--- src/design/dsmp_pkg.sv ---
package dsmp_pkg;

	// Default configuration
	localparam int ADDRESS_BITS_DEF     = 16;
	localparam int READ_UNIT_BYTES_DEF  = 8;
	localparam int WRITE_UNIT_BYTES_DEF = 8;
	localparam int TASK_QUEUE_DEPTH_DEF = 8;

	// Fixed field widths
	localparam int WORD_W      = 64;
	localparam int WORD_BYTES  = 8;
	localparam int FIELD_W     = 16;
	localparam int IN_TDATA_W  = 136;
	localparam int OUT_TDATA_W = 72;

	// Error codes reported with each result
	typedef enum logic [2:0] {
		ERR_NONE       = 3'd0,
		ERR_RANGE      = 3'd1,
		ERR_NOT_READY  = 3'd2,
		ERR_READ_FULL  = 3'd3,
		ERR_WRITE_FULL = 3'd4
	} err_code_t;

	// One host task: start byte and byte count
	typedef struct packed {
		logic [FIELD_W-1:0] len;
		logic [FIELD_W-1:0] addr;
	} task_t;

	// Task queue control, one set per accepted request
	typedef struct packed {
		logic  pop;
		logic  push;
		task_t push_task;
	} tq_ctrl_t;

	// Task queue status
	typedef struct packed {
		logic  not_empty;
		logic  more;
		logic  full;
		task_t head;
	} tq_stat_t;

endpackage

--- src/design/dsmp_ram.sv ---
module dsmp_ram #(
	parameter int              DATA_WIDTH = 8,
	parameter longint unsigned DEPTH      = 256,
	localparam int             AW         = (DEPTH > 1) ? $clog2(DEPTH) : 1
) (
	input  logic                  clk,
	input  logic                  we,
	input  logic [AW-1:0]         waddr,
	input  logic [DATA_WIDTH-1:0] wdata,
	input  logic                  re,
	input  logic [AW-1:0]         raddr,
	output logic [DATA_WIDTH-1:0] rdata
);

	logic [DATA_WIDTH-1:0] mem [DEPTH];

	// Read returns the old contents on a same-address write
	always_ff @(posedge clk) begin
		if (we) begin
			mem[waddr] <= wdata;
		end
		if (re) begin
			rdata <= mem[raddr];
		end
	end

endmodule

--- src/design/dsmp_task_queue.sv ---
module dsmp_task_queue import dsmp_pkg::*; #(
	parameter int DEPTH = TASK_QUEUE_DEPTH_DEF
) (
	input  logic     clk,
	input  logic     arst_n,
	input  logic     en,
	input  tq_ctrl_t ctrl,
	output tq_stat_t stat
);

	localparam int PW = (DEPTH > 1) ? $clog2(DEPTH) : 1;
	localparam int CW = $clog2(DEPTH + 1);
	localparam int SW = CW + 1;

	logic [PW-1:0] head_q;
	logic [CW-1:0] count_q;
	logic          fwd_q;
	task_t         fwd_task_q;
	task_t         ram_rdata;

	logic [PW-1:0] head_inc;
	logic [PW-1:0] head_next;
	logic [SW-1:0] tail_sum;
	logic [PW-1:0] slot;
	logic          full;
	logic          push_ok;
	logic [CW-1:0] count_next;

	// Pointer arithmetic, wrap at the queue depth
	always_comb begin
		head_inc   = (head_q == PW'(DEPTH - 1)) ? '0 : head_q + 1'b1;
		head_next  = ctrl.pop ? head_inc : head_q;
		tail_sum   = SW'(head_q) + SW'(count_q);
		slot       = PW'((tail_sum >= SW'(DEPTH)) ? tail_sum - SW'(DEPTH) : tail_sum);
		full       = (count_q == CW'(DEPTH));
		push_ok    = ctrl.push && (!full || ctrl.pop);
		count_next = count_q - CW'(ctrl.pop) + CW'(push_ok);
	end

	always_ff @(posedge clk or negedge arst_n) begin
		if (!arst_n) begin
			head_q  <= '0;
			count_q <= '0;
			fwd_q   <= 1'b0;
		end else if (en) begin
			head_q  <= head_next;
			count_q <= count_next;
			fwd_q   <= push_ok && (slot == head_next);
		end
	end

	// Bypass for a push that lands on the next head slot
	always_ff @(posedge clk) begin
		if (en) begin
			fwd_task_q <= ctrl.push_task;
		end
	end

	dsmp_ram #(
		.DATA_WIDTH ($bits(task_t)),
		.DEPTH      (DEPTH)
	) u_ram (
		.clk   (clk),
		.we    (en && push_ok),
		.waddr (slot),
		.wdata (ctrl.push_task),
		.re    (en),
		.raddr (head_next),
		.rdata (ram_rdata)
	);

	// Status
	always_comb begin
		stat.not_empty = (count_q != '0);
		stat.more      = (count_q > CW'(1));
		stat.full      = full;
		stat.head      = fwd_q ? fwd_task_q : ram_rdata;
	end

endmodule

--- config.mk ---
export PLATFORM = sky130hd
export DESIGN_NAME = dsmp_task_queue
export DESIGN_NICKNAME = d
export VERILOG_FILES = /design/src/design/dsmp_pkg.sv /design/src/design/dsmp_ram.sv /design/src/design/dsmp_task_queue.sv
export SDC_FILE = /design/constraint.sdc
export NUM_CORES = 1
export LEC_CHECK = 0
export BUFFER_PORTS_ARGS = -buffer_cell sky130_fd_sc_hd__buf_2
export CAP_MARGIN = 10
export CORE_ASPECT_RATIO = 2
export CORE_MARGIN = 2
export CORE_UTILIZATION = 60
export DETAILED_ROUTE_END_ITERATION = 8
export GPL_ROUTABILITY_DRIVEN = 0
export PLACE_DENSITY = 0.78
export SETUP_SLACK_MARGIN = 0.5
export SYNTH_ARGS = -nofsm -noshare
export SYNTH_HDL_FRONTEND = slang
export SYNTH_SLANG_ARGS = --single-unit
--- constraint.sdc ---
create_clock -name clk -period 12.15 [get_ports clk]
set_input_delay 1.215 -clock clk [delete_from_list [all_inputs] [get_ports clk]]
set_output_delay 1.215 -clock clk [all_outputs]
set_load 0.03 [all_outputs]
==> run summary <==
Core Region - 22500 um^2
Final WL - 27.9 mm
DRT Pass-1 Iters - 6
Area leader, netlist - edfxtp_1
Via count - 7759
Synth cell types - 37
Starting density of the core - 60.8%
Clock transition at path regs - 0.07 ns
Pint - 2.41 mW
Yosys reg bits - 328
Most frequent cells in the layout - edfxtp_1, o21ai_0, buf_2, mux2i_1, o21ai_1
DRC violations left - 0
Setup Crit Path Kind - reg2reg
Switching pwr - 1.20 mW
Slew Limit Fails - 0
Final setup viols - 0
Final worst slack - 8.66 ns
Unrepaired setup endpoints after global routing - false
Clk buf depth - 3
Fin crit share - 28.7%
Ys async rst share - 2.44%
Port bufs - 71
Dpl cells - 1186
Fmax - 287 MHz
Clock root buffer - clkbuf_16
Initial antenna violation count - 1
Mapped Avg Cell Area - 15.6 um^2
Die extent in y - 218 um
Combinational power share - 32.7%
Layout cells sized above 1 - 19.1%
Antenna Cells - 0
TNS Setup - 0 ns
P&R area growth vs syn - 10.3%
Commonest non-fill, non-tap cell in the layout - edfxtp_1
Post-DP HPWL - 15.6 mm
Vias per cell - 6.29
Max Cap Viol - 0
Clk_lat worst skew - 0.55 ns
CTS tree - done
Die W - 111 um
Fin crit period - 3.49 ns
Post-route ant nets - 0
Wire length per cell - 22.6 um
Die area - 24200 um^2
Worst slack, placed - 8.14 ns
Num Clock Sinks - 328
Synth warn - 0
Resized cells post-CTS - 0
VDD IR max - 0.157 mV
Worst Path Arrival - 3.71 ns
Total gr overflow - 0
Vias in the first global route - 7911
Register area share after synthesis - 71.5%
Post-synth EDFFs - 320
Largest net degree at the start of global routing - 74
Final #Nets - 982
I/O pin cnt - 72
Clock share of power - 24.4%
GRT Util Overall - 23.2%
Worst Path Required - 12.37 ns
Seq pwr share - 42.9%
Final Util - 67.1%
First-pass GRT wire length - 42.9 mm
HP Class - in2async
CTS Hold Buffers Added - 0
Switching Share - 33.2%
CP Launch Type - flip-flop
Leakage - 5.34 nW
Slew @ Worst Pin - 1.07 ns
Worst hold slack - 0.510 ns
Most used DFF post-synth - edfxtp_1
Syn Inst Count - 881
Status - complete, no violations
Post-Synthesis Cell Area - 13700 um^2
Drt initial violations - 515
Final hold vios - 0
Skew final - 0.0130 ns
Yosys top cell area share - 70.1%
CP Max Fanout - 71
CTS H-Tree Depth - 1
CTS buffer count - 26
Setup crit end kind - flip-flop
Max_slew headroom - 28.3%
Cells taking the most area after synthesis - edfxtp_1, mux2i_1, o21ai_0, mux2_2, a2bb2oi_1
Final cell count without fillers - 1233
PwrDens - 238 nW/um^2
Setup bufs post-CTS - 0
Placement Rows - 78
Syn nets - 929
[through the flow]
stage / instance area [um^2] / total power [mW]
4_1_cts: 15100 / 3.63
3_3_place_gp: 14200 / 2.71
3_5_place_dp: 14200 / 2.75
5_1_grt: 15100 / 3.77
6_report: 15100 / 3.60
2_1_floorplan: 13700 / 2.44
[synth_stat cells (all sizes together), types with 4 or more instances]
master / instances
nand3: 36
a21oi: 7
a221oi: 32
nand2: 4
buf: 35
clkbuf: 26
xnor2: 7
o21ai: 131
nor2: 43
a21o: 35
mux2: 32
nand2b: 36
dfrtp: 8
edfxtp: 320
ha: 9
inv: 7
a2bb2oi: 32
mux2i: 66
[power by group through the flow]
stage               registers (mW)  logic (mW)  clock network [mW]
floorplan                     1.55       0.893                   0
global placement              1.56        1.15                   0
detailed placement            1.57        1.18                   0
CTS                           1.55        1.19               0.891
global route                  1.56        1.28               0.930
finish                        1.54        1.18               0.878
[registers in the layout, summed over array words and instances, names as in the netlist]
signal and flops:
count_q 4, fwd_q 1, fwd_task_q 32, head_q 3
u_ram.mem 256, u_ram.rdata 32
[layer usage]
metal	up-vias	share of wire, %	GRT usage [%]
met2	232	57	45.7
met5	-	0.057	0
met1	3912	35	24.8
met4	2	3.2	9.50
li1	3549	-	-
met3	64	4.4	2.64
[cell type report]
type	count	area [um^2]
clock buffer	33	677
fill	1558	7420
tap	280	350
clock inverter	14	209
timing repair buffer	86	470
multi-input combinational	485	3580
inverter	7	26.3
sequential	328	9810
[worst max-delay path: stages (launching register included)]
cell and delay, ns:
dfrtp_2 0.39, buf_4 0.32, ha_1 0.33, fa_1 0.42
xor2_1 0.51, nand3_1 0.22, nor2_4 0.54, buf_4 0.42
[cells by family (layout without fill, tap and decap cells)]
| logic type | count (synthesis) | count (layout) | synth area share, % |
|---|---|---|---|
| muxes | 98 | 98 | 7.45 |
| adders and majority gates | 11 | 11 | 1.11 |
| DFF | 328 | 328 | 71.5 |
| and+or+nand+nor | 130 | 130 | 4.86 |
| buffers and inverters | 68 | 140 | 2.91 |
| AOI/OAI and AO/OA | 238 | 238 | 11.6 |
| xor gates and xnor gates | 8 | 8 | 0.511 |
[final timing paths]
kind	to	depth (start not counted)	startpoint	slack, ns
setup / recovery	u_ram.mem[2][2]	7	head_q[0]	8.66
hold / removal	count_q[0]	1	arst_n	0.51
setup reg to reg	u_ram.mem[2][2]	7	head_q[0]	8.66
hold reg to reg	count_q[3]	2	count_q[3]	0.56
max in group asynchronous	fwd_q	1	arst_n	11.45
min in group clk	count_q[3]	2	count_q[3]	0.56
Power figures use the tool's default switching activity.
